==> config.mk <==
export PLATFORM = sky130hd
export DESIGN_NAME = ibd_merge_flat
export DESIGN_NICKNAME = d
export VERILOG_FILES = /design/src/rtl/core/ibd_pkg.sv /design/src/rtl/core/ibd_result_if.sv /design/src/rtl/core/ibd_merge.sv /design/src/flat_wrapper.sv
export VERILOG_INCLUDE_DIRS = /design/src /design/src/rtl/core
export SDC_FILE = /design/constraint.sdc
export NUM_CORES = 1
export LEC_CHECK = 0
export BUFFER_PORTS_ARGS = -buffer_cell sky130_fd_sc_hd__buf_2
export CORE_MARGIN = 3
export CORE_UTILIZATION = 41
export DETAILED_ROUTE_END_ITERATION = 6
export MAX_ROUTING_LAYER = met4
export PLACE_DENSITY = 0.78
export SLEW_MARGIN = 20
export SYNTH_ARGS = -nofsm -noshare
export SYNTH_HDL_FRONTEND = slang
export SYNTH_SLANG_ARGS = --single-unit
==> constraint.sdc <==
create_clock -name clock -period 0.8 [get_ports clock]
set_input_delay 0 -clock clock [delete_from_list [all_inputs] [get_ports clock]]
set_output_delay 0 -clock clock [all_outputs]
set_load 0.02 [all_outputs]
==> src/rtl/core/image_block_downscaler_top_defines.svh <==
// Assertion macros shared by the downscaler modules.
`ifndef IMAGE_BLOCK_DOWNSCALER_TOP_DEFINES_SVH
`define IMAGE_BLOCK_DOWNSCALER_TOP_DEFINES_SVH

// Checks that a condition holds at every clock edge outside of reset.
`define IBD_ASSERT_ALWAYS(label, cond, msg) \
   label: assert property (@(posedge clock) disable iff (reset) (cond)) else $error(msg);

// Checks that a consequence holds in the same cycle as its antecedent.
`define IBD_ASSERT_IMPLIES(label, ante, cons, msg) \
   label: assert property (@(posedge clock) disable iff (reset) (ante) |-> (cons)) \
      else $error(msg);

`endif

==> src/rtl/core/ibd_pkg.sv <==
// Package with the constants, types and tables of the image block downscaler.
package ibd_pkg;

   localparam int MAX_FACTOR = 8;
   localparam int MAX_WIDTH  = 4096;
   localparam int MAX_HEIGHT = 4096;

   localparam int PIX_W   = 8;
   localparam int FACT_W  = 4;
   localparam int SIZE_W  = 13;
   localparam int POS_W   = 12;
   localparam int ADDR_W  = $clog2(MAX_WIDTH);
   localparam int KC_W    = $clog2(MAX_FACTOR);
   localparam int SUM_W   = 16;
   localparam int RECIP_W = 23;
   localparam int RECIP_SHIFT = 22;
   localparam int PROD_W  = SUM_W + RECIP_W;

   localparam int CSR_IDX_W  = 3;
   localparam int CSR_DATA_W = 13;

   localparam logic [CSR_IDX_W-1:0] REG_SCALE_FACTOR = 3'd0;
   localparam logic [CSR_IDX_W-1:0] REG_IMAGE_WIDTH  = 3'd1;
   localparam logic [CSR_IDX_W-1:0] REG_IMAGE_HEIGHT = 3'd2;
   localparam logic [CSR_IDX_W-1:0] REG_COLOR_MODE   = 3'd3;

   localparam logic [FACT_W-1:0] RST_FACTOR = 4'd2;
   localparam logic [SIZE_W-1:0] RST_WIDTH  = 13'd640;
   localparam logic [SIZE_W-1:0] RST_HEIGHT = 13'd480;
   localparam logic              RST_COLOR  = 1'b1;

   localparam logic [FACT_W-1:0] WEIGHTED_FACTOR = 4'd3;

   // Controls that the sequencer hands to every color lane.
   typedef struct packed {
      logic               cap;
      logic               rd_en;
      logic               wr_en;
      logic               mul_en;
      logic               first;
      logic [1:0]         shift;
      logic [ADDR_W-1:0]  addr;
      logic [RECIP_W-1:0] recip;
   } lane_ctl_type;

   // Position and strobe for the result merge stage.
   typedef struct packed {
      logic             load;
      logic [POS_W-1:0] column;
      logic [POS_W-1:0] row;
      logic             frame_done;
      logic             color;
   } out_info_type;

   // Reciprocal of the block divisor scaled by 2^RECIP_SHIFT and rounded up.
   // The weighted three-by-three block divides by 16, every other factor by f*f.
   function automatic logic [RECIP_W-1:0] recip_of(input logic [FACT_W-1:0] f);
      logic [RECIP_W-1:0] r;
      case (f)
         4'd2:    r = 23'd1048576;
         4'd3:    r = 23'd262144;
         4'd4:    r = 23'd262144;
         4'd5:    r = 23'd167773;
         4'd6:    r = 23'd116509;
         4'd7:    r = 23'd85599;
         4'd8:    r = 23'd65536;
         default: r = 23'd4194304;
      endcase
      return r;
   endfunction

endpackage

==> src/rtl/core/ibd_result_if.sv <==
// Output pixel channel interface.
interface ibd_result_if;
   logic                      valid;
   logic                      ready;
   logic [ibd_pkg::PIX_W-1:0] out_red;
   logic [ibd_pkg::PIX_W-1:0] out_green;
   logic [ibd_pkg::PIX_W-1:0] out_blue;
   logic [ibd_pkg::POS_W-1:0] out_column;
   logic [ibd_pkg::POS_W-1:0] out_row;
   logic                      frame_done;

   modport source (output valid, output out_red, output out_green, output out_blue,
                   output out_column, output out_row, output frame_done, input ready);
   modport sink   (input valid, input out_red, input out_green, input out_blue,
                   input out_column, input out_row, input frame_done, output ready);
endinterface

==> src/rtl/core/ibd_merge.sv <==
// Merge stage: combines the lane quotients with the block position into the result register.
`include "image_block_downscaler_top_defines.svh"

module ibd_merge (
   input  logic                      clock,
   input  logic                      reset,
   input  ibd_pkg::out_info_type     info,
   input  logic [ibd_pkg::PIX_W-1:0] quot_red,
   input  logic [ibd_pkg::PIX_W-1:0] quot_green,
   input  logic [ibd_pkg::PIX_W-1:0] quot_blue,
   output logic                      out_free,
   ibd_result_if.source              rsp_if
);

   logic                      rsp_valid_ff, rsp_valid_in;
   logic [ibd_pkg::PIX_W-1:0] red_ff, green_ff, blue_ff;
   logic [ibd_pkg::POS_W-1:0] column_ff, row_ff;
   logic                      done_ff;

   assign out_free = !rsp_valid_ff || rsp_if.ready;

   always_comb begin
      rsp_valid_in = rsp_valid_ff;
      if (info.load) begin
         rsp_valid_in = 1'b1;
      end else if (rsp_if.ready) begin
         rsp_valid_in = 1'b0;
      end
   end

   always_ff @(posedge clock) begin
      if (reset) begin
         rsp_valid_ff <= 1'b0;
      end else begin
         rsp_valid_ff <= rsp_valid_in;
      end
   end

   // Gray mode carries only the red lane; the other two read as zero.
   always_ff @(posedge clock) begin
      if (info.load) begin
         red_ff    <= quot_red;
         green_ff  <= info.color ? quot_green : '0;
         blue_ff   <= info.color ? quot_blue : '0;
         column_ff <= info.column;
         row_ff    <= info.row;
         done_ff   <= info.frame_done;
      end
   end

   assign rsp_if.valid      = rsp_valid_ff;
   assign rsp_if.out_red    = red_ff;
   assign rsp_if.out_green  = green_ff;
   assign rsp_if.out_blue   = blue_ff;
   assign rsp_if.out_column = column_ff;
   assign rsp_if.out_row    = row_ff;
   assign rsp_if.frame_done = done_ff;

   `IBD_ASSERT_IMPLIES(a_no_overwrite, info.load, !rsp_valid_ff || rsp_if.ready, "result overwritten")

endmodule

==> src/flat_wrapper.sv <==
// flat-port wrapper written by rule: the top's interface ports become plain ports
module ibd_merge_flat 
  (clock, reset, info, quot_red, quot_green, quot_blue, out_free, rsp_if_valid, rsp_if_out_red, rsp_if_out_green, rsp_if_out_blue, rsp_if_out_column, rsp_if_out_row, rsp_if_frame_done, rsp_if_ready);
  ibd_result_if rsp_if_i ();
  input  logic clock;
  input  logic reset;
  input  ibd_pkg::out_info_type info;
  input  logic [ibd_pkg::PIX_W-1:0] quot_red;
  input  logic [ibd_pkg::PIX_W-1:0] quot_green;
  input  logic [ibd_pkg::PIX_W-1:0] quot_blue;
  output logic out_free;
  output wire logic [$bits(rsp_if_i.valid)-1:0] rsp_if_valid;
  output wire logic [$bits(rsp_if_i.out_red)-1:0] rsp_if_out_red;
  output wire logic [$bits(rsp_if_i.out_green)-1:0] rsp_if_out_green;
  output wire logic [$bits(rsp_if_i.out_blue)-1:0] rsp_if_out_blue;
  output wire logic [$bits(rsp_if_i.out_column)-1:0] rsp_if_out_column;
  output wire logic [$bits(rsp_if_i.out_row)-1:0] rsp_if_out_row;
  output wire logic [$bits(rsp_if_i.frame_done)-1:0] rsp_if_frame_done;
  input wire logic [$bits(rsp_if_i.ready)-1:0] rsp_if_ready;
  assign rsp_if_valid = rsp_if_i.valid;
  assign rsp_if_out_red = rsp_if_i.out_red;
  assign rsp_if_out_green = rsp_if_i.out_green;
  assign rsp_if_out_blue = rsp_if_i.out_blue;
  assign rsp_if_out_column = rsp_if_i.out_column;
  assign rsp_if_out_row = rsp_if_i.out_row;
  assign rsp_if_frame_done = rsp_if_i.frame_done;
  assign rsp_if_i.ready = rsp_if_ready;
  ibd_merge u_core (.clock(clock), .reset(reset), .info(info), .quot_red(quot_red), .quot_green(quot_green), .quot_blue(quot_blue), .out_free(out_free), .rsp_if(rsp_if_i));
endmodule
### After elaboration in Yosys (flattened, before gate mapping)

Index checks and enable logic that the tools add are counted.

* flip-flop bits (word level): 50
* input port bits: 54
* output and inout bits: 51
* word-level logic and storage cells: 12

* multiplexer cells: 2
* reductions and logical operators: 3

Operators by type and width (number)
* $mux W1: 2
* $reduce_bool A2 Y1: 1
* $logic_not A1 Y1: 1
* $logic_or A1 B1 Y1: 1

### Depth between registers and ports, before layout

Gate-level depths: netlist of run 1.

* depth in word-level cells: 2
* mapped depth: 2
* mapped depth without buffers: 2

### Worst setup path before layout of run 1

Ideal clock, no wire load.

* kind: register -> register
* start point: register u_core.rsp_if.valid (netlist name)
* end point: register u_core.rsp_valid_ff (netlist: u_core.rsp_if.valid)
* library setup time: 71 ps
* arrival time: 783 ps
* data required time: 729 ps
* slack: -54 ps
* stages on the path, launching flop included: 3
* cells stage by stage: dfxtp_1 > nand2b_1 > a21oi_1

RTL lines
* to (signal assigned): line ibd_merge.sv:35 `rsp_valid_ff <= rsp_valid_in;`
* to (decl): line ibd_merge.sv:15 `logic rsp_valid_ff, rsp_valid_in;`

### Worst setup path after layout of run 1

* start point: register u_core.green_ff (netlist bit u_core.rsp_if.out_green[4])
* end point: output port rsp_if_out_green[4]

RTL lines
* from (decl): line ibd_merge.sv:16 `logic [ibd_pkg::PIX_W-1:0] red_ff, green_ff, blue_ff;`
* from (signal assigned): line ibd_merge.sv:43 `green_ff <= info.color ? quot_green : '0;`
* to (decl): line flat_wrapper.sv:14 `output wire logic [$bits(rsp_if_i.out_green)-1:0] rsp_if_out_green;`

No word-level cell between the ends.

==> results.toml, run 1 <==
[setup_path]
critPathTopFamily = "flip-flops"
crit_required_ns = 0.80
slowest_delay_ns = 0.44
critPathArrivalTime_ns = 0.90
start_kind = "flip-flop"
crit_path_cell_trace = "buf_6"
path_class = "flip-flop to output port"
path_max_fanout = 1
end_kind = "output port"
cp_num_buf_inv = 1
slowest_stage = "edfxtp_1"

[logic_synthesis]
yosysUniqueCellTypes = 8
seq_area_frac_synth_pct = 91.34
syn-cell-area_sq_um = 1633
yosysTopAreaCell = "edfxtp_1"
yosysWarnings = 0
syn_inst = 70
synth.ff_latch_count = 50
syn_nets = 124
synth_area_leaders = "edfxtp_1 (90%), and2_2 (5.5%), and2_1 (1.5%)"
synth.avg_cell_area_sq_um = 23.33
synth_top_area_share_pct = 90.11

[clocking]
cts_root_buffer = "clkbuf_8"
clockBufferDepth = 2
cts_buffers = 5
cts_tree = "built"
cts.sinks = 50
htree_levels = 2
post_cts_buffers = 0
clk_latency_ns = 0.29
path_clk_slew_ns = 0.09

[floorplan]
die_h_um = 69.11
pin_count = 105
rows = 22
core-area_sq_um = 3744
die_w_um = 69.11
start_util_pct = 43.62
dieArea_sq_um = 4776

[final_layout]
diodes = 0
final_common_cell = "buf_2"
layoutNonFillerInstCount = 281
regArea_sq_um = 1495
n_fill_cell = 188
nNetsFinal = 286
syn_to_final_growth_pct = 89.88
final_cell_mix = "buf_2 (68), edfxtp_1 (49), dlygate4sd3_1 (48)"
drive_above_1_share_pct = 55.36
multi_input_area_sq_um = 133.9

[sta]
worst_hold_slack_ns = -0.01308
finalMaxSlewViolations = 0
fin_skew_ns = 0
final_hold_viol_count = 1
fin_ws_ns = -0.09559
max_slew_margin_pct = 86.27
rsz0062_at_grt = "yes"
fmax_mhz = 1117
post-route-period-util_pct = 111.9
layout_min_cycle_time_ns = 0.8956
setup_violations = 53
worst_slew_pin_slew_ns = 0.2060

[routing]
wl_per_cell_um = 19.07
via_per_inst = 4.644
wirelength_um = 5359
drc = 0
firstDrtPassIters = 4
dr.first_iter.drc_count = 44
via_count = 1305
ant_nets = 0

[global_route]
grt_overflow = 0
grt_start_max_net_pins = 18
antenna_found_initial = 0
grt_pass1_vias = 1433
track_usage_pct = 20.23
grt_pass1_wl_um = 7155

[pwr]
p_per_area_nw_per_um2 = 1938
max-vdd-ir-drop_uv = 1239
power.leakage_nw = 1.336
p_total_mw = 6.009

[placed_design]
io_buffer_count = 104
dp.cells = 224
pre_cts_ws_ns = 0.1425
place_congestion = 0.7176

[outcome]
outcome = "finished, violations left"
violations = "negative hold slack, negative setup slack"

[flow_run]
cap_violations = 0

[min_path]
hold_path_class = "primary input to flip-flop"
metal layers:
| layer | vias up | wire length [um] | GRT usage [%] |
|---|---|---|---|
| li1 | 583 | - | - |
| met1 | 627 | 1841 | 21.69 |
| met2 | 83 | 2953 | 36.33 |
| met3 | 12 | 414 | 4.373 |
| met4 | 0 | 150 | 7.592 |
| met5 | - | 0 | - |
cell type report:
class | instances | area share (%)
sequential | 50 | 48.22
timing repair buffer | 156 | 41.89
multi-input combinational | 18 | 4.318
clock buffer | 5 | 2.220
tap | 48 | 1.937
clock inverter | 3 | 1.291
inverter | 1 | 0.1211
repair_timing:
item                       4_1_cts  5_1_grt
hold endpoints to repair        49        0
gates resized for setup         34       41
hold buffers                    49        0
setup endpoints to repair       51       52
worst register-to-register path, delay by kind of cell, from the launching register on:
| kind | cells | cell delay, ns |
|---|---|---|
| flip-flops | 1 | 0.38 |
| AND/OR/NAND/NOR | 1 | 0.07 |
| AO/OA/AOI/OAI | 1 | 0.19 |
state kept, by name, indices dropped and copies added, names as in the netlist:
signal and flops:
u_core.rsp_if.out_blue 8, u_core.rsp_if.out_red 8, u_core.rsp_if.out_green 8, u_core.rsp_if.out_row 12, u_core.rsp_if.out_column 12, u_core.rsp_if.valid 1
u_core.rsp_if.frame_done 1
through the flow:
step,util [%],setup TNS (ns),cell area [sq um]
after floorplan,-,0,1640
after global placement,60.63,0,2270
after detailed placement,60.63,0,2270
after CTS,79.41,-2.121,2973
after global routing,82.82,-3.400,3100
final,82.82,-1.832,3100
final timing paths:
kind	depth (start not counted)	to	slack (ns)	start
setup / recovery	1	rsp_if_out_green[4]	-0.1	u_core.rsp_if.out_green[4]
setup reg to reg	2	u_core.rsp_if.valid	0.08	u_core.rsp_if.valid
hold / removal	2	u_core.rsp_if.out_blue[4]	-0.01	quot_blue[4]
hold reg to reg	2	u_core.rsp_if.valid	0.56	u_core.rsp_if.valid
power by group:
group | switching, mW | total [mW] | internal [mW]
clock network | 0.775 | 1.69 | 0.920
registers | 0.0943 | 3.20 | 3.10
logic | 0.517 | 1.12 | 0.599
total | 1.39 | 6.01 | 4.62
Yosys cell counts (all sizes together):
| master | n |
|---|---|
| a21oi | 1 |
| and2 | 16 |
| buf | 1 |
| dfxtp | 1 |
| edfxtp | 49 |
| inv | 1 |
| nand2b | 1 |
logic make-up (layout without fill, tap and decap cells):
logic type	count (synthesis)	count (layout)	share of synthesized area, %
buffers and inverters	2	165	0.9193
AND/OR/NAND/NOR	17	17	7.433
flip-flops	50	50	91.34
AO/OA/AOI/OAI	1	1	0.3062
No activity file was read; power rests on OpenSTA's default activity.
==> inputs of run 2 (changes only) <==
--- a/config.mk
+++ b/config.mk
@@ -8,10 +8,9 @@
 export LEC_CHECK = 0
 export BUFFER_PORTS_ARGS = -buffer_cell sky130_fd_sc_hd__buf_2
 export CORE_MARGIN = 3
-export CORE_UTILIZATION = 41
+export CORE_UTILIZATION = 30
 export DETAILED_ROUTE_END_ITERATION = 6
 export MAX_ROUTING_LAYER = met4
-export PLACE_DENSITY = 0.78
 export SLEW_MARGIN = 20
 export SYNTH_ARGS = -nofsm -noshare
 export SYNTH_HDL_FRONTEND = slang
==> run 2 against run 1 <==
The flow finishes with violations (negative setup slack). Count of clock-buffer cells in the layout rose by 1. Hold slack better by 0.013 ns. Non-clock buffer count is 3 lower. Die area up 33%. Cell area about the same. Global-route usage decreased by 7.2 points.
==> results.toml, run 2 (synthesis results as in run 1) <==
[placed_design]
place_congestion = 0.6273
place_area_sq_um = 2277
io_buffer_count = 104
dp.cells = 245

[clocking]
post_cts_buffers = 0
cts_root_buffer = "clkbuf_8"
clockBufferDepth = 2
htree_levels = 2
path_clk_slew_ns = 0.09
cts_buffers = 5
clk_latency_ns = 0.29
cts.sinks = 50
cts_tree = "built"

[pwr]
p_per_area_nw_per_um2 = 1838
power.leakage_nw = 1.302
p_total_mw = 5.695
max-vdd-ir-drop_uv = 742.6

[outcome]
outcome = "finished, violations left"
violations = "negative setup slack"

[floorplan]
dieArea_sq_um = 6364
die_h_um = 79.78
pin_count = 105
core-area_sq_um = 5172
start_util_pct = 31.57
die_w_um = 79.78
rows = 26

[final_layout]
final_common_cell = "buf_2"
final_cell_mix = "buf_2 (62), edfxtp_1 (49), dlygate4sd3_1 (47)"
design_area_sq_um = 3099
nNetsFinal = 283
drive_above_1_share_pct = 55.22
layoutNonFillerInstCount = 300
syn_to_final_growth_pct = 89.81
diodes = 0

[sta]
post-route-period-util_pct = 108.3
fmax_mhz = 1154
fin_skew_ns = 0
final_hold_viol_count = 0
max_slew_margin_pct = 87.16
layout_min_cycle_time_ns = 0.8663
fin_ws_ns = -0.06633
finalMaxSlewViolations = 0
rsz0062_at_grt = "yes"
worst_slew_pin_slew_ns = 0.1927
worst_hold_slack_ns = 0.0003234
setup_violations = 50

[global_route]
grt_start_max_net_pins = 34
grt_pass1_wl_um = 5920
antenna_found_initial = 0
grt_overflow = 0
track_usage_pct = 13.03
grt_pass1_vias = 1219

[routing]
via_count = 1211
dr.first_iter.drc_count = 98
drc = 0
via_per_inst = 4.037
wirelength_um = 4511
firstDrtPassIters = 4
wl_per_cell_um = 15.04
ant_nets = 0

[setup_path]
start_kind = "flip-flop"
crit_path_cell_trace = "nand2b_4, buf_6"
critPathArrivalTime_ns = 0.87
cp_num_buf_inv = 1
path_max_fanout = 2
critPathTopFamily = "flip-flops"
slowest_delay_ns = 0.38
end_kind = "output port"
crit_required_ns = 0.80
path_class = "flip-flop to output port"
slowest_stage = "dfxtp_2"

[flow_run]
cap_violations = 0

[min_path]
hold_path_class = "primary input to flip-flop"
[run 2: routing by layer]
layer  up-vias  part of all wire, %  routed length, um  global-route usage (%)
met5         -                    0                  0                       -
met4         0                 0.71                 32                   4.054
met3         2                   11                499                   5.192
met2        73                   54               2420                   22.54
met1       561                   35               1559                   13.66
li1        575                    -                  -                       -
[run 2: where the power goes]
part / internal (mW) / switching [mW]
Clock: 0.617 / 0.787
Sequential: 3.10 / 0.0915
Combinational: 0.609 / 0.485
[run 2: through the flow]
step	utilization (%)	worst slack [ns]	TNS, ns
after floorplan	-	0.02312	0
after global placement	44.03	0.1336	0
after detailed placement	44.03	0.1277	0
after CTS	56.39	-0.07025	-2.014
after global routing	59.92	-0.1043	-3.617
final	59.92	-0.06633	-1.480
[run 2: layout make-up]
| cell class | count | area, sq um |
|---|---|---|
| fillers | 378 | 2073 |
| flip-flops and latches | 50 | 1493 |
| repair buffers | 153 | 1294 |
| multi-input cells | 18 | 133.9 |
| well taps | 70 | 87.58 |
| clock buffers | 6 | 72.57 |
| clock inverters | 2 | 15.01 |
| inverters | 1 | 3.754 |
[run 2: worst register-to-register path, stage by stage, from the launching register on]
cell      delay, ns
dfxtp_2        0.38
nand2b_4       0.07
a21oi_1        0.13
[run 2: repair_timing]
action                     in CTS  in global routing
hold buffers                   46                  1
setup endpoints to repair      51                 51
resized for setup              30                 55
hold endpoints to repair       46                  2
[run 2: path summary, 6_finish.rpt]
path / startpoint / end / slack, ns / cells past startpoint
setup / recovery: u_core.rsp_if.valid / out_free / -0.07 / 2
hold / removal: rsp_if_ready / u_core.rsp_if.valid / 0.0003 / 3
setup reg to reg: u_core.rsp_if.valid / u_core.rsp_if.valid / 0.15 / 2
hold reg to reg: u_core.rsp_if.valid / u_core.rsp_if.valid / 0.52 / 2
==> inputs of run 3 (changes only) <==
==> constraint.sdc (replaced) <==
create_clock -name clock -period 0.9 [get_ports clock]
set_input_delay 0 -clock clock [delete_from_list [all_inputs] [get_ports clock]]
set_output_delay 0 -clock clock [all_outputs]
set_load 0.02 [all_outputs]
==> run 3 against run 2 <==
The flow now finishes without violations. Clock power grew 9%. Core utilization decreased by 3.7 points. Non-clock buffer count rose by 2. Sequential cell count did not move. First-iteration DRC count decreased by 28%. Sequential share of layout area grew 3.1 points. Clock skew stayed put. Global-route usage up 0.25 points. Worst setup slack better by 0.098 ns. Cell count grew 0.67%. Sequential power is 12% lower. Count of clock-buffer cells in the layout did not move.
==> results.toml, run 3 (synthesis results as in run 1) <==
[setup_path]
r2r-end = "u_core.rsp_if.valid"
slowest_stage = "edfxtp_1"
slowest_delay_ns = 0.40
cp-startpoint = "u_core.rsp_if.out_column[6]"
endpoint = "rsp_if_out_column[6]"
start_kind = "flip-flop"
critPathTopFamily = "flip-flops"
crit_path_cell_trace = "buf_2"
r2r-start = "u_core.rsp_if.valid"
end_kind = "output port"
crit_required_ns = 0.90
path_class = "flip-flop to output port"
critPathArrivalTime_ns = 0.87
rrSetupSlack_ns = 0.23
r2r_cells = 2
path_max_fanout = 1
worstSetupPathDepth = 1
cp_num_buf_inv = 1

[clocking]
cts_buffers = 5
cts.sinks = 50
path_clk_slew_ns = 0.08
clk_latency_ns = 0.30
clockBufferDepth = 2
cts_root_buffer = "clkbuf_8"
cts_tree = "built"
htree_levels = 2

[sta]
fin_skew_ns = 0
setup_violations = 0
fmax_mhz = 1151
rsz0062_at_grt = "yes"
finalMaxSlewViolations = 0
post-route-period-util_pct = 96.50
worst_slew_pin_slew_ns = 0.1897
worst_hold_slack_ns = 0.008112
layout_min_cycle_time_ns = 0.8685
max_slew_margin_pct = 87.35
final_hold_viol_count = 0
fin_ws_ns = 0.03152

[outcome]
outcome = "finished, final reports clean"

[final_layout]
syn_to_final_growth_pct = 78.24
drive_above_1_share_pct = 54.74
nNetsFinal = 285
fin_util_pct = 56.27
diodes = 0
final_common_cell = "buf_2"
final_cell_mix = "buf_2 (99), dlygate4sd3_1 (49), edfxtp_1 (49)"

[floorplan]
dieArea_sq_um = 6364
start_util_pct = 31.57
rows = 26
pin_count = 105
die_w_um = 79.78
die_h_um = 79.78
core-area_sq_um = 5172

[flow_run]
cap_violations = 0

[pwr]
p_per_area_nw_per_um2 = 1769
max-vdd-ir-drop_uv = 878.6
p_total_mw = 5.150
power.leakage_nw = 1.246

[global_route]
track_usage_pct = 13.28
antenna_found_initial = 0
grt_pass1_wl_um = 6009
grt_start_max_net_pins = 30
grt_overflow = 0
grt_pass1_vias = 1235

[routing]
wl_per_cell_um = 13.77
dr.first_iter.drc_count = 71
drc = 0
ant_nets = 0
via_per_inst = 3.993
via_count = 1206
wirelength_um = 4160
firstDrtPassIters = 3

[placed_design]
pre_cts_ws_ns = 0.2363
place_congestion = 0.6468
io_buffer_count = 104

[min_path]
min_path_cells = 2
hold_path_class = "primary input to flip-flop"
## run 3: changes by cell type in the layout (fill, tap and decap cells not counted)
cell	before	now
buf_2	62	99
buf_6	42	5
bufinv_16	0	1
clkinvlp_4	2	1
dlygate4sd3_1	47	49
## run 3: how the worst min path moves through the flow
stage	endpoint	start
3_5_place_dp	u_core.rsp_if.valid	reset
2_1_floorplan	u_core.rsp_if.valid	reset
3_3_place_gp	u_core.rsp_if.valid	reset
5_1_grt	u_core.rsp_if.valid	rsp_if_ready
6_report	u_core.rsp_if.out_green[6]	quot_green[6]
4_1_cts	u_core.rsp_if.valid	rsp_if_ready
## run 3: area by class of cell
type	count	area [sq um]
fillers	401	2262
clock buffers	6	72.57
flip-flops and latches	50	1493
repair buffers	155	1082
inverters	1	3.754
clock inverters	2	37.54
well taps	70	87.58
multi-input cells	18	133.9
## run 3: power by group
group          internal, mW  total [mW]  switching, mW
clock network         0.829        1.52          0.693
logic                 0.399       0.819          0.421
registers              2.76        2.81         0.0529
total                  3.98        5.15           1.17
## run 3: routing by layer
layer	wire length, um	global-route usage (%)	part of all wire [%]	vias up
li1	-	-	-	579
met1	1606	13.82	39	552
met2	2029	22.37	49	69
met3	447	4.966	11	6
met4	76	6.081	1.8	0
met5	0	-	0	-
## run 3: metrics by stage
stage / instances / instance area [sq um] / TNS (ns)
finish: 302 / 2910 / 0
global route: 302 / 2910 / -0.003018
CTS: 301 / 2860 / 0
detailed placement: 245 / 2270 / 0
global placement: 245 / 2270 / 0
floorplan: 70 / 1633 / 0
## run 3: repair_timing
action | in CTS | in global routing
setup buffers | 0 | 0
setup endpoints to repair | 0 | 5
gates resized for setup | 0 | 12
hold buffers | 48 | 1
endpoints found under the hold margin | 48 | 2
