### src/rtl/core/image_block_downscaler_top_defines.svh
// Assertion macros shared by the downscaler modules.
`ifndef IMAGE_BLOCK_DOWNSCALER_TOP_DEFINES_SVH
`define IMAGE_BLOCK_DOWNSCALER_TOP_DEFINES_SVH

// Checks that a condition holds at every clock edge outside of reset.
`define IBD_ASSERT_ALWAYS(label, cond, msg) \
   label: assert property (@(posedge clock) disable iff (reset) (cond)) else $error(msg);

// Checks that a consequence holds in the same cycle as its antecedent.
`define IBD_ASSERT_IMPLIES(label, ante, cons, msg) \
   label: assert property (@(posedge clock) disable iff (reset) (ante) |-> (cons)) \
      else $error(msg);

`endif

### src/rtl/core/ibd_pkg.sv
// Package with the constants, types and tables of the image block downscaler.
package ibd_pkg;

   localparam int MAX_FACTOR = 8;
   localparam int MAX_WIDTH  = 4096;
   localparam int MAX_HEIGHT = 4096;

   localparam int PIX_W   = 8;
   localparam int FACT_W  = 4;
   localparam int SIZE_W  = 13;
   localparam int POS_W   = 12;
   localparam int ADDR_W  = $clog2(MAX_WIDTH);
   localparam int KC_W    = $clog2(MAX_FACTOR);
   localparam int SUM_W   = 16;
   localparam int RECIP_W = 23;
   localparam int RECIP_SHIFT = 22;
   localparam int PROD_W  = SUM_W + RECIP_W;

   localparam int CSR_IDX_W  = 3;
   localparam int CSR_DATA_W = 13;

   localparam logic [CSR_IDX_W-1:0] REG_SCALE_FACTOR = 3'd0;
   localparam logic [CSR_IDX_W-1:0] REG_IMAGE_WIDTH  = 3'd1;
   localparam logic [CSR_IDX_W-1:0] REG_IMAGE_HEIGHT = 3'd2;
   localparam logic [CSR_IDX_W-1:0] REG_COLOR_MODE   = 3'd3;

   localparam logic [FACT_W-1:0] RST_FACTOR = 4'd2;
   localparam logic [SIZE_W-1:0] RST_WIDTH  = 13'd640;
   localparam logic [SIZE_W-1:0] RST_HEIGHT = 13'd480;
   localparam logic              RST_COLOR  = 1'b1;

   localparam logic [FACT_W-1:0] WEIGHTED_FACTOR = 4'd3;

   // Controls that the sequencer hands to every color lane.
   typedef struct packed {
      logic               cap;
      logic               rd_en;
      logic               wr_en;
      logic               mul_en;
      logic               first;
      logic [1:0]         shift;
      logic [ADDR_W-1:0]  addr;
      logic [RECIP_W-1:0] recip;
   } lane_ctl_type;

   // Position and strobe for the result merge stage.
   typedef struct packed {
      logic             load;
      logic [POS_W-1:0] column;
      logic [POS_W-1:0] row;
      logic             frame_done;
      logic             color;
   } out_info_type;

   // Reciprocal of the block divisor scaled by 2^RECIP_SHIFT and rounded up.
   // The weighted three-by-three block divides by 16, every other factor by f*f.
   function automatic logic [RECIP_W-1:0] recip_of(input logic [FACT_W-1:0] f);
      logic [RECIP_W-1:0] r;
      case (f)
         4'd2:    r = 23'd1048576;
         4'd3:    r = 23'd262144;
         4'd4:    r = 23'd262144;
         4'd5:    r = 23'd167773;
         4'd6:    r = 23'd116509;
         4'd7:    r = 23'd85599;
         4'd8:    r = 23'd65536;
         default: r = 23'd4194304;
      endcase
      return r;
   endfunction

endpackage

### src/rtl/core/ibd_pixel_if.sv
// Input pixel channel interface.
interface ibd_pixel_if;
   logic                      valid;
   logic                      ready;
   logic [ibd_pkg::PIX_W-1:0] pixel_red;
   logic [ibd_pkg::PIX_W-1:0] pixel_green;
   logic [ibd_pkg::PIX_W-1:0] pixel_blue;

   modport source (output valid, output pixel_red, output pixel_green, output pixel_blue,
                   input ready);
   modport sink   (input valid, input pixel_red, input pixel_green, input pixel_blue,
                   output ready);
endinterface

### src/rtl/core/ibd_csr_if.sv
// Configuration write channel interface.
interface ibd_csr_if;
   logic                           valid;
   logic                           ready;
   logic [ibd_pkg::CSR_IDX_W-1:0]  index;
   logic [ibd_pkg::CSR_DATA_W-1:0] data;

   modport source (output valid, output index, output data, input ready);
   modport sink   (input valid, input index, input data, output ready);
endinterface

### src/rtl/core/ibd_ctrl.sv
// Sequencer: configuration registers, raster position tracking and lane control.
`include "image_block_downscaler_top_defines.svh"

module ibd_ctrl (
   input  logic                  clock,
   input  logic                  reset,
   ibd_pixel_if.sink             req_if,
   ibd_csr_if.sink               csr_if,
   input  logic                  out_free,
   output ibd_pkg::lane_ctl_type lane_ctl,
   output logic                  color_en,
   output ibd_pkg::out_info_type out_info
);

   localparam logic [1:0] S_IDLE = 2'd0;
   localparam logic [1:0] S_READ = 2'd1;
   localparam logic [1:0] S_ACC  = 2'd2;
   localparam logic [1:0] S_OUT  = 2'd3;

   logic [1:0] state_ff, state_in;

   logic [ibd_pkg::FACT_W-1:0] f_ff, f_in;
   logic [ibd_pkg::SIZE_W-1:0] w_ff, w_in;
   logic [ibd_pkg::SIZE_W-1:0] h_ff, h_in;
   logic                       color_ff, color_in;

   logic [ibd_pkg::POS_W-1:0]  col_ff, col_in;
   logic [ibd_pkg::KC_W-1:0]   kc_ff, kc_in;
   logic [ibd_pkg::POS_W-1:0]  oc_ff, oc_in;
   logic [ibd_pkg::POS_W-1:0]  cbase_ff, cbase_in;
   logic [ibd_pkg::POS_W-1:0]  row_ff, row_in;
   logic [ibd_pkg::KC_W-1:0]   kr_ff, kr_in;
   logic [ibd_pkg::POS_W-1:0]  orow_ff, orow_in;
   logic [ibd_pkg::POS_W-1:0]  rbase_ff, rbase_in;

   logic [ibd_pkg::ADDR_W-1:0] addr_ff;
   logic [ibd_pkg::POS_W-1:0]  crow_ff;
   logic                       first_ff, emit_ff, last_ff;
   logic [1:0]                 shift_ff;

   logic req_fire, csr_fire, csr_hit;
   logic col_wrap, row_wrap, kc_wrap, kr_wrap;
   logic col_crop, row_crop, col_end, row_end, in_crop;
   logic [1:0] shift_now;
   logic [ibd_pkg::CSR_DATA_W-1:0] wdata;

   assign req_if.ready = (state_ff == S_IDLE);
   assign csr_if.ready = 1'b1;
   assign req_fire     = req_if.valid && req_if.ready;
   assign csr_fire     = csr_if.valid && csr_if.ready;
   assign wdata        = csr_if.data;

   // Configuration writes, clamped to the legal range as they are stored.
   always_comb begin
      f_in     = f_ff;
      w_in     = w_ff;
      h_in     = h_ff;
      color_in = color_ff;
      csr_hit  = 1'b0;
      if (csr_fire) begin
         unique case (csr_if.index)
            ibd_pkg::REG_SCALE_FACTOR: begin
               csr_hit = 1'b1;
               if (wdata[ibd_pkg::FACT_W-1:0] == '0) begin
                  f_in = ibd_pkg::FACT_W'(1);
               end else if (wdata[ibd_pkg::FACT_W-1:0] > ibd_pkg::FACT_W'(ibd_pkg::MAX_FACTOR)) begin
                  f_in = ibd_pkg::FACT_W'(ibd_pkg::MAX_FACTOR);
               end else begin
                  f_in = wdata[ibd_pkg::FACT_W-1:0];
               end
            end
            ibd_pkg::REG_IMAGE_WIDTH: begin
               csr_hit = 1'b1;
               if (wdata == '0) begin
                  w_in = ibd_pkg::SIZE_W'(1);
               end else if (wdata > ibd_pkg::SIZE_W'(ibd_pkg::MAX_WIDTH)) begin
                  w_in = ibd_pkg::SIZE_W'(ibd_pkg::MAX_WIDTH);
               end else begin
                  w_in = wdata;
               end
            end
            ibd_pkg::REG_IMAGE_HEIGHT: begin
               csr_hit = 1'b1;
               if (wdata == '0) begin
                  h_in = ibd_pkg::SIZE_W'(1);
               end else if (wdata > ibd_pkg::SIZE_W'(ibd_pkg::MAX_HEIGHT)) begin
                  h_in = ibd_pkg::SIZE_W'(ibd_pkg::MAX_HEIGHT);
               end else begin
                  h_in = wdata;
               end
            end
            ibd_pkg::REG_COLOR_MODE: begin
               csr_hit  = 1'b1;
               color_in = wdata[0];
            end
            default: begin
               csr_hit = 1'b0;
            end
         endcase
      end
   end

   // Position decode of the pixel now at the input.
   assign col_wrap = (ibd_pkg::SIZE_W'(col_ff) + ibd_pkg::SIZE_W'(1)) >= w_ff;
   assign row_wrap = (ibd_pkg::SIZE_W'(row_ff) + ibd_pkg::SIZE_W'(1)) >= h_ff;
   assign kc_wrap  = (ibd_pkg::FACT_W'(kc_ff) + ibd_pkg::FACT_W'(1)) == f_ff;
   assign kr_wrap  = (ibd_pkg::FACT_W'(kr_ff) + ibd_pkg::FACT_W'(1)) == f_ff;
   assign col_crop = (ibd_pkg::SIZE_W'(cbase_ff) + ibd_pkg::SIZE_W'(f_ff)) <= w_ff;
   assign row_crop = (ibd_pkg::SIZE_W'(rbase_ff) + ibd_pkg::SIZE_W'(f_ff)) <= h_ff;
   assign col_end  = (14'(cbase_ff) + 14'({f_ff, 1'b0})) > 14'(w_ff);
   assign row_end  = (14'(rbase_ff) + 14'({f_ff, 1'b0})) > 14'(h_ff);
   assign in_crop  = col_crop && row_crop;

   always_comb begin
      shift_now = 2'd0;
      if (f_ff == ibd_pkg::WEIGHTED_FACTOR) begin
         shift_now = 2'({1'b0, kr_ff == ibd_pkg::KC_W'(1)}) +
                     2'({1'b0, kc_ff == ibd_pkg::KC_W'(1)});
      end
   end

   // Raster counters; the block offset and block base follow the column and row.
   always_comb begin
      col_in   = col_ff;
      kc_in    = kc_ff;
      oc_in    = oc_ff;
      cbase_in = cbase_ff;
      row_in   = row_ff;
      kr_in    = kr_ff;
      orow_in  = orow_ff;
      rbase_in = rbase_ff;
      if (csr_hit) begin
         col_in   = '0;
         kc_in    = '0;
         oc_in    = '0;
         cbase_in = '0;
         row_in   = '0;
         kr_in    = '0;
         orow_in  = '0;
         rbase_in = '0;
      end else if (req_fire) begin
         if (col_wrap) begin
            col_in   = '0;
            kc_in    = '0;
            oc_in    = '0;
            cbase_in = '0;
            if (row_wrap) begin
               row_in   = '0;
               kr_in    = '0;
               orow_in  = '0;
               rbase_in = '0;
            end else begin
               row_in = row_ff + ibd_pkg::POS_W'(1);
               if (kr_wrap) begin
                  kr_in    = '0;
                  orow_in  = orow_ff + ibd_pkg::POS_W'(1);
                  rbase_in = rbase_ff + ibd_pkg::POS_W'(f_ff);
               end else begin
                  kr_in = kr_ff + ibd_pkg::KC_W'(1);
               end
            end
         end else begin
            col_in = col_ff + ibd_pkg::POS_W'(1);
            if (kc_wrap) begin
               kc_in    = '0;
               oc_in    = oc_ff + ibd_pkg::POS_W'(1);
               cbase_in = cbase_ff + ibd_pkg::POS_W'(f_ff);
            end else begin
               kc_in = kc_ff + ibd_pkg::KC_W'(1);
            end
         end
      end
   end

   always_comb begin
      state_in = state_ff;
      unique case (state_ff)
         S_IDLE: begin
            if (req_fire && in_crop) begin
               state_in = S_READ;
            end
         end
         S_READ: begin
            state_in = S_ACC;
         end
         S_ACC: begin
            state_in = emit_ff ? S_OUT : S_IDLE;
         end
         S_OUT: begin
            if (out_free) begin
               state_in = S_IDLE;
            end
         end
         default: begin
            state_in = S_IDLE;
         end
      endcase
   end

   always_ff @(posedge clock) begin
      if (reset) begin
         state_ff <= S_IDLE;
         f_ff     <= ibd_pkg::RST_FACTOR;
         w_ff     <= ibd_pkg::RST_WIDTH;
         h_ff     <= ibd_pkg::RST_HEIGHT;
         color_ff <= ibd_pkg::RST_COLOR;
         col_ff   <= '0;
         kc_ff    <= '0;
         oc_ff    <= '0;
         cbase_ff <= '0;
         row_ff   <= '0;
         kr_ff    <= '0;
         orow_ff  <= '0;
         rbase_ff <= '0;
      end else begin
         state_ff <= state_in;
         f_ff     <= f_in;
         w_ff     <= w_in;
         h_ff     <= h_in;
         color_ff <= color_in;
         col_ff   <= col_in;
         kc_ff    <= kc_in;
         oc_ff    <= oc_in;
         cbase_ff <= cbase_in;
         row_ff   <= row_in;
         kr_ff    <= kr_in;
         orow_ff  <= orow_in;
         rbase_ff <= rbase_in;
      end
   end

   // Per-pixel command, held while the lanes work on it.
   always_ff @(posedge clock) begin
      if (req_fire) begin
         addr_ff  <= oc_ff[ibd_pkg::ADDR_W-1:0];
         crow_ff  <= orow_ff;
         first_ff <= (kc_ff == '0) && (kr_ff == '0);
         shift_ff <= shift_now;
         emit_ff  <= kc_wrap && kr_wrap;
         last_ff  <= col_end && row_end;
      end
   end

   always_comb begin
      lane_ctl.cap    = req_fire;
      lane_ctl.rd_en  = (state_ff == S_READ);
      lane_ctl.wr_en  = (state_ff == S_ACC);
      lane_ctl.mul_en = (state_ff == S_ACC) && emit_ff;
      lane_ctl.first  = first_ff;
      lane_ctl.shift  = shift_ff;
      lane_ctl.addr   = addr_ff;
      lane_ctl.recip  = ibd_pkg::recip_of(f_ff);
   end

   assign color_en = color_ff;

   always_comb begin
      out_info.load       = (state_ff == S_OUT) && out_free;
      out_info.column     = ibd_pkg::POS_W'(addr_ff);
      out_info.row        = crow_ff;
      out_info.frame_done = last_ff;
      out_info.color      = color_ff;
   end

   `IBD_ASSERT_ALWAYS(a_kc_in_block, ibd_pkg::FACT_W'(kc_ff) < f_ff, "column offset left the block")
   `IBD_ASSERT_ALWAYS(a_col_base, (cbase_ff + ibd_pkg::POS_W'(kc_ff)) == col_ff, "column base drift")
   `IBD_ASSERT_ALWAYS(a_row_base, (rbase_ff + ibd_pkg::POS_W'(kr_ff)) == row_ff, "row base drift")

endmodule

### src/flat_wrapper.sv
// flat-port wrapper written by rule: the top's interface ports become plain ports
module ibd_ctrl_flat 
  (clock, reset, out_free, lane_ctl, color_en, out_info, req_if_valid, req_if_pixel_red, req_if_pixel_green, req_if_pixel_blue, req_if_ready, csr_if_valid, csr_if_index, csr_if_data, csr_if_ready);
  ibd_pixel_if req_if_i ();
  ibd_csr_if csr_if_i ();
  input  logic clock;
  input  logic reset;
  input  logic out_free;
  output ibd_pkg::lane_ctl_type lane_ctl;
  output logic color_en;
  output ibd_pkg::out_info_type out_info;
  input wire logic [$bits(req_if_i.valid)-1:0] req_if_valid;
  input wire logic [$bits(req_if_i.pixel_red)-1:0] req_if_pixel_red;
  input wire logic [$bits(req_if_i.pixel_green)-1:0] req_if_pixel_green;
  input wire logic [$bits(req_if_i.pixel_blue)-1:0] req_if_pixel_blue;
  output wire logic [$bits(req_if_i.ready)-1:0] req_if_ready;
  input wire logic [$bits(csr_if_i.valid)-1:0] csr_if_valid;
  input wire logic [$bits(csr_if_i.index)-1:0] csr_if_index;
  input wire logic [$bits(csr_if_i.data)-1:0] csr_if_data;
  output wire logic [$bits(csr_if_i.ready)-1:0] csr_if_ready;
  assign req_if_i.valid = req_if_valid;
  assign req_if_i.pixel_red = req_if_pixel_red;
  assign req_if_i.pixel_green = req_if_pixel_green;
  assign req_if_i.pixel_blue = req_if_pixel_blue;
  assign req_if_ready = req_if_i.ready;
  assign csr_if_i.valid = csr_if_valid;
  assign csr_if_i.index = csr_if_index;
  assign csr_if_i.data = csr_if_data;
  assign csr_if_ready = csr_if_i.ready;
  ibd_ctrl u_core (.clock(clock), .reset(reset), .req_if(req_if_i), .csr_if(csr_if_i), .out_free(out_free), .lane_ctl(lane_ctl), .color_en(color_en), .out_info(out_info));
endmodule
### config.mk
export PLATFORM = sky130hd
export DESIGN_NAME = ibd_ctrl_flat
export DESIGN_NICKNAME = d
export VERILOG_FILES = /design/src/rtl/core/ibd_pkg.sv /design/src/rtl/core/ibd_pixel_if.sv /design/src/rtl/core/ibd_csr_if.sv /design/src/rtl/core/ibd_ctrl.sv /design/src/flat_wrapper.sv
export VERILOG_INCLUDE_DIRS = /design/src /design/src/rtl/core
export SDC_FILE = /design/constraint.sdc
export NUM_CORES = 1
export LEC_CHECK = 0
export BUFFER_PORTS_ARGS = -buffer_cell sky130_fd_sc_hd__buf_2
export CORE_ASPECT_RATIO = 1.4
export CORE_MARGIN = 2
export CORE_UTILIZATION = 27
export CTS_BUF_LIST = sky130_fd_sc_hd__clkbuf_8
export CTS_CLUSTER_DIAMETER = 100
export CTS_CLUSTER_SIZE = 16
export DETAILED_ROUTE_END_ITERATION = 10
export PLACE_DENSITY = 0.5
export SYNTH_ARGS = -nofsm -noshare
export SYNTH_HDL_FRONTEND = slang
export SYNTH_SLANG_ARGS = --single-unit
### constraint.sdc
create_clock -name clock -period 4.1 [get_ports clock]
set_input_delay 0.205 -clock clock [delete_from_list [all_inputs] [get_ports clock]]
set_output_delay 0.205 -clock clock [all_outputs]
set_load 0.01 [all_outputs]
== Word level (Yosys, flattened, before mapping) ==
Index checks and enable logic that the tools add are counted.

* Register bits: 140
* Word-level logic and storage cells: 115

* Add/subtract/negate cells: 17
* Order comparisons: 8
* Equal/unequal tests: 19
* Muxes and demuxes: 25
* Reductions and logical operators: 27

{| class="wikitable"
|+ Operators with widths
! cell !! number
|-
| 23-bit case mux with 6 select lines || 1
|-
| 12-bit two-way mux || 10
|-
| 12-bit by 1-bit adder with 12-bit output (second input constant) || 4
|-
| 14-bit by 13-bit > comparator with 1-bit output || 2
|-
| 12-bit by 1-bit adder with 13-bit output (second input constant) || 2
|-
| 12-bit by 4-bit adder with 13-bit output || 2
|-
| 12-bit by 5-bit adder with 13-bit output || 2
|-
| 13-bit >= comparator || 2
|-
| 13-bit <= comparator || 2
|-
| 13-bit two-way mux || 2
|-
| 12-bit by 4-bit adder with 12-bit output || 2
|-
| 4-bit by 3-bit == test with 1-bit output (second input constant) || 4
|-
| 2-bit AND reduction || 7
|-
| 13-bit > comparator (second input constant) || 1
|-
| 13-bit zero test || 1
|-
| 3-bit two-way mux || 4
|-
| 3-bit by 1-bit == test with 1-bit output (second input constant) || 3
|-
| 3-bit zero test || 3
|-
| 3-bit by 1-bit adder with 4-bit output (second input constant) || 2
|-
| 4-bit by 2-bit == test with 1-bit output (second input constant) || 2
|-
| 4-bit == test || 2
|-
| 1-bit logical AND || 8
|-
| 4-bit two-way mux || 2
|-
| 2-bit case mux with 4 select lines || 1
|-
| other kinds (16) || 25
|}

== Logic depth before layout (Yosys ltp) ==
* Depth in word-level cells: 6
* Mapped depth: 17
* Gate-level depth less buffers: 16

== Worst setup path after synthesis ==
OpenSTA, ideal clock, no wires.

* Kind: register to register
* Start: reg u_core.row_ff[0] (netlist bit)
* End: reg u_core.orow_ff[0] (netlist bit)
* Arrival time: 3.615 ns
* Data required time: 4.030 ns
* Setup slack: 0.414 ns
* Stages on the path, launching flop included: 17
* Buffers on the path: 2
* Clock period less this slack: 3.686 ns
* Cell sequence: dfxtp_1 > ha_1 > nand3_1 > or2_2 > inv_1 > nand3_1 > or2_1 > xnor2_1 > ha_1 > a21o_1 > a21o_1 > a221o_1 > nor3_2 > buf_6 > clkbuf_1 > o21ai_0 > a21oi_1

* Word-level cells in the longest chain between the ends: 4
* Elaborated cells on any way between the ends: 5
* Classes of those cells: add/sub (1); order compare (1); mux (1); reduce/logical (2)

{| class="wikitable"
|+ Ends and longest elaborated chain
! item !! RTL line !! source
|-
| start, declared || ibd_ctrl.sv:31 || <nowiki>logic [ibd_pkg::POS_W-1:0] row_ff, row_in;</nowiki>
|-
| start signal, assigned || ibd_ctrl.sv:225 || <nowiki>row_ff <= row_in;</nowiki>
|-
| 12-bit by 1-bit adder with 13-bit output * || ibd_ctrl.sv:105 || <nowiki>assign row_wrap = (ibd_pkg::SIZE_W'(row_ff) + ibd_pkg::SIZE_W'(1)) >= h_ff;</nowiki>
|-
| 13-bit >= comparator * || ibd_ctrl.sv:105 ||
|-
| 2-bit nonzero test (no line) || - ||
|-
| 3-bit AND reduction (no line) || - ||
|-
| end signal, assigned || ibd_ctrl.sv:227 || <nowiki>orow_ff <= orow_in;</nowiki>
|-
| end, declared || ibd_ctrl.sv:33 || <nowiki>logic [ibd_pkg::POS_W-1:0] orow_ff, orow_in;</nowiki>
|}

Mark *: on every way between the ends. The rest lies on a longest branch, timed or not.
A chain may end at the register's enable or synchronous reset.

== Worst setup path in the final report ==
* Start: reg u_core.row_ff[0] (netlist bit)
* End: reg u_core.rbase_ff[8] (netlist bit)

* Word-level cells in the longest chain between the ends: 4
* Elaborated cells on any way between the ends: 5
* Classes of those cells: add/sub (1); order compare (1); mux (1); reduce/logical (2)

{| class="wikitable"
|+ Ends and longest elaborated chain
! item !! RTL line !! source
|-
| 12-bit by 1-bit adder with 13-bit output * || ibd_ctrl.sv:105 ||
|-
| 13-bit >= comparator * || ibd_ctrl.sv:105 ||
|-
| 2-bit nonzero test (no line) || - ||
|-
| 3-bit AND reduction (no line) || - ||
|-
| end signal, assigned || ibd_ctrl.sv:228 || <nowiki>rbase_ff <= rbase_in;</nowiki>
|-
| end, declared || ibd_ctrl.sv:34 || <nowiki>logic [ibd_pkg::POS_W-1:0] rbase_ff, rbase_in;</nowiki>
|}

Marks and branches as above.

==> impl_metrics.yaml <==
detailed_routing:
  drt_iter0_drc: 325
  firstDrtPassIters: 4
  drc: 0
  wl_mm: 23.69
  wl_per_cell_microns: 14.62
  antenna_left: 0
  vias: 7719
  routed_via_density: 4.765
logic_synthesis:
  yosysUniqueCellTypes: 66
  yosys_warnings: 0
  netlist_area_sq_um: 9335
  synthCells: 1095
  synth.yosys.seq_area_share: 0.3313
  synth_edf_count: 29
  synth_seq_cells: 140
  syn_avg_cell_area_sq_um: 8.525
  synthArstFlopShare: 0
  ys.flop_type: "dfxtp_1"
job:
  max-cap-violations: 0
hold_path:
  hold_end: "u_core.w_ff[9]"
  holdCritStartpoint: "csr_if_data[9]"
  hold_depth: 3
  hold_class: "input pin to register"
global_route:
  antenna_found_initial: 1
  overflow: 0
  grt_usage: 0.1336
  grt_pass1_wl_mm: 38.27
  grt_pass1_vias: 7431
  grt_start_max_net_pins: 35
pwr:
  clockPowerShare: 0.414
  p_sw_frac: 0.2700
  finalPower_uw: 2935
  intPower_uw: 2143
  leakage_uw: 0.004552
  power_density_nw_per_um2: 277.4
  irDropWorstVdd_uv: 163.8
  power_switching_uw: 792.6
  p_comb_frac: 0.089
  pwr-share-seq: 0.497
floorplanning:
  row_count: 80
  core_area_sq_um: 34030
  ioPinCount: 117
  initial_core_util: 0.2743
  dieArea_sq_um: 36100
  dieHeight_microns: 224.0
  die_x_microns: 161.2
timing:
  rsz0062_at_grt: "no"
  fin_skew_ps: 20.05
  setup_tns_ps: 0
  max_freq_ghz: 0.2612
  setup_viol_count_final: 0
  period_minus_slack_ps: 3828
  worst_pin_slew_ps: 904.7
  maxSlewHeadroom: 0.3946
  setup_slack_ps: 271.9
  min_period_over_period: 0.9337
  drv_slew: 0
  hold_viol: 0
cells_and_area:
  drive_above_1_share: 0.1396
  n_fill_cell: 3648
  nets: 1309
  multi_input_area_sq_um: 5654
  regArea_sq_um: 3093
  syn_to_final_growth_pct: 13.34
  finalNonFillerCells: 1620
clock_tree:
  cts_tree: "yes"
  cts.reportedPaths.clkPinSlew_ps: 100
  numCtsBuffers: 17
  max-clock-path-buffers: 2
  clock_sinks: 140
  clock-root-buffer: "clkbuf_8"
  cts_max_level: 4
  insertion_delay_ps: 470
  post_cts_buffers: 0
critical_path:
  cp.arrival_ps: 4220
  rr_startpoint: "u_core.row_ff[0]"
  cp_slowest_cell: "or4_1"
  r2r_cells: 15
  reg2reg_slack_ps: 270
  start_kind: "register"
  crit_path_end_kind: "register"
  cp_max_fo: 5
  path_cells: "ha_2 -> nand3_1 -> or2_2 -> inv_1 -> nand3_1 -> or2_1 -> xnor2_1 -> ha_1 -> a21o_1 -> a21o_1 -> a221oi_2 -> nand2_1 -> buf_4 -> or4_1 -> a31oi_1"
  crit_type: "register to register"
  cp_slowest_stage_delay_ps: 460
  cp_data_required_time_ps: 4490
  r2r_end: "u_core.rbase_ff[8]"
  cp_num_buf_inv: 2
  cp_top_family: "simple AND/OR/NAND/NOR gates"
placement:
  place_inst: 1586
  place.gp.congestion: 0.7902
  dpl.hpwl_mm: 18.46
  post-place-ws_ps: 185.2
  io_buffers: 85
run_status:
  status: "finished clean"
-- power by group through the flow --
stage               registers [uW]  logic, uW  clock network [uW]
detailed placement            1490        264                   0
floorplan                     1500        168                   0
CTS                           1460        265                1270
finish                        1460        261                1220
global placement              1490        262                   0
global route                  1460        295                1320
-- worst reg2reg max path: stages, from the launching register on --
cell      delay, ps
dfxtp_1         420
ha_2            250
nand3_1         160
or2_2           380
inv_1            70
nand3_1         150
or2_1           330
xnor2_1         140
ha_1            310
a21o_1          160
a21o_1          200
a221oi_2        300
nand2_1         110
buf_4           160
or4_1           460
a31oi_1         180
-- per-stage QoR --
stage                 util  area [sq um]  hold slack [ps]
finish              0.3109         10580            56.80
global route        0.3109         10580            57.59
CTS                 0.3100         10550            39.09
detailed placement  0.2973         10120            448.5
global placement    0.2973         10120            439.3
floorplan                -          9354            330.1
-- cells by family after synthesis --
kind of cell / after synthesis / share of synthesized area
buffers and inverters: 131 / 0.06768
AO/OA/AOI/OAI: 218 / 0.1464
multiplexers: 5 / 0.005361
AND/OR/NAND/NOR: 404 / 0.2170
XOR/XNOR: 86 / 0.08216
flip-flops: 140 / 0.3313
adder cells (fa/ha/maj): 109 / 0.1493
other: 2 / 0.0008045
-- how the worst max path moves through the flow --
| stage | cells after the start | slack [ps] | to | startpoint |
|---|---|---|---|---|
| after global placement | 15 | 270 | u_core.rbase_ff[8] | u_core.col_ff[0] |
| final | 15 | 270 | u_core.rbase_ff[8] | u_core.row_ff[0] |
| after detailed placement | 15 | 190 | u_core.rbase_ff[8] | u_core.col_ff[0] |
| after floorplan | 16 | 410 | u_core.orow_ff[0] | u_core.row_ff[0] |
| after CTS | 15 | 150 | u_core.rbase_ff[8] | u_core.col_ff[0] |
| after global routing | 15 | 10 | u_core.rbase_ff[6] | u_core.row_ff[0] |
-- cells in the mapped netlist (30+ instances only) --
master | instances | area share
nand3_1 | 40 | 0.021
nor2_1 | 84 | 0.034
clkbuf_1 | 36 | 0.014
a21oi_1 | 87 | 0.047
ha_1 | 105 | 0.14
xor2_1 | 38 | 0.036
nand2_1 | 121 | 0.049
o21ai_0 | 37 | 0.020
inv_1 | 53 | 0.021
dfxtp_1 | 111 | 0.24
xnor2_1 | 47 | 0.044
buf_4 | 30 | 0.024
-- state kept, by name, indices dropped and copies added (netlist names), 3 cells and up --
signal / count
u_core.w_ff: 13
u_core.col_ff: 12
u_core.cbase_ff: 12
u_core.h_ff: 13
u_core.crow_ff: 12
u_core.kc_ff: 3
u_core.f_ff: 4
u_core.addr_ff: 12
u_core.orow_ff: 12
u_core.kr_ff: 3
u_core.oc_ff: 12
u_core.row_ff: 12
u_core.rbase_ff: 12
-- per-layer routing --
| metal | GRT usage | share of wire | vias up |
|---|---|---|---|
| met5 | 0 | 0 | - |
| met4 | 0.04061 | 0.0097 | 0 |
| met3 | 0.02129 | 0.031 | 21 |
| li1 | - | - | 3954 |
| met1 | 0.1652 | 0.46 | 3613 |
| met2 | 0.2373 | 0.50 | 131 |
-- placed cells by master (no fill, tap or decap), types with 8 or more instances in the layout --
| cell | synthesis | routed |
|---|---|---|
| a21o_1 | 21 | 21 |
| a21oi_1 | 87 | 87 |
| a31oi_1 | 10 | 10 |
| and2_1 | 8 | 8 |
| and3_1 | 18 | 18 |
| buf_2 | 4 | 85 |
| buf_4 | 30 | 26 |
| clkbuf_8 | 0 | 17 |
| dfxtp_1 | 111 | 111 |
| edfxtp_1 | 29 | 29 |
| ha_1 | 105 | 104 |
| inv_1 | 53 | 53 |
| nand2_1 | 121 | 120 |
| nand2b_1 | 12 | 12 |
| nand3_1 | 40 | 40 |
| nand4_1 | 23 | 23 |
| nor2_1 | 84 | 82 |
| nor2b_1 | 21 | 21 |
| nor3_1 | 17 | 17 |
| o211ai_1 | 9 | 9 |
| o21a_1 | 8 | 8 |
| o21ai_0 | 37 | 37 |
| o31ai_1 | 13 | 13 |
| or4_1 | 19 | 19 |
| xnor2_1 | 47 | 47 |
| xor2_1 | 38 | 38 |
-- layout make-up --
type / instances / share of cell area
Multi-Input combinational cell: 829 / 0.5344
Clock buffer: 17 / 0.02211
Timing Repair Buffer: 113 / 0.06067
Antenna cell: 1 / 0.0002365
Clock inverter: 15 / 0.01774
Sequential cell: 140 / 0.2923
Tap cell: 451 / 0.05334
Inverter: 54 / 0.01916
-- repair_timing --
action	in CTS	in global routing
endpoints found under the hold margin	1	0
resized for setup	0	9
hold buffers	1	0
endpoints found under the setup margin	0	29
Note: power is estimated with default switching activity, not from simulation.
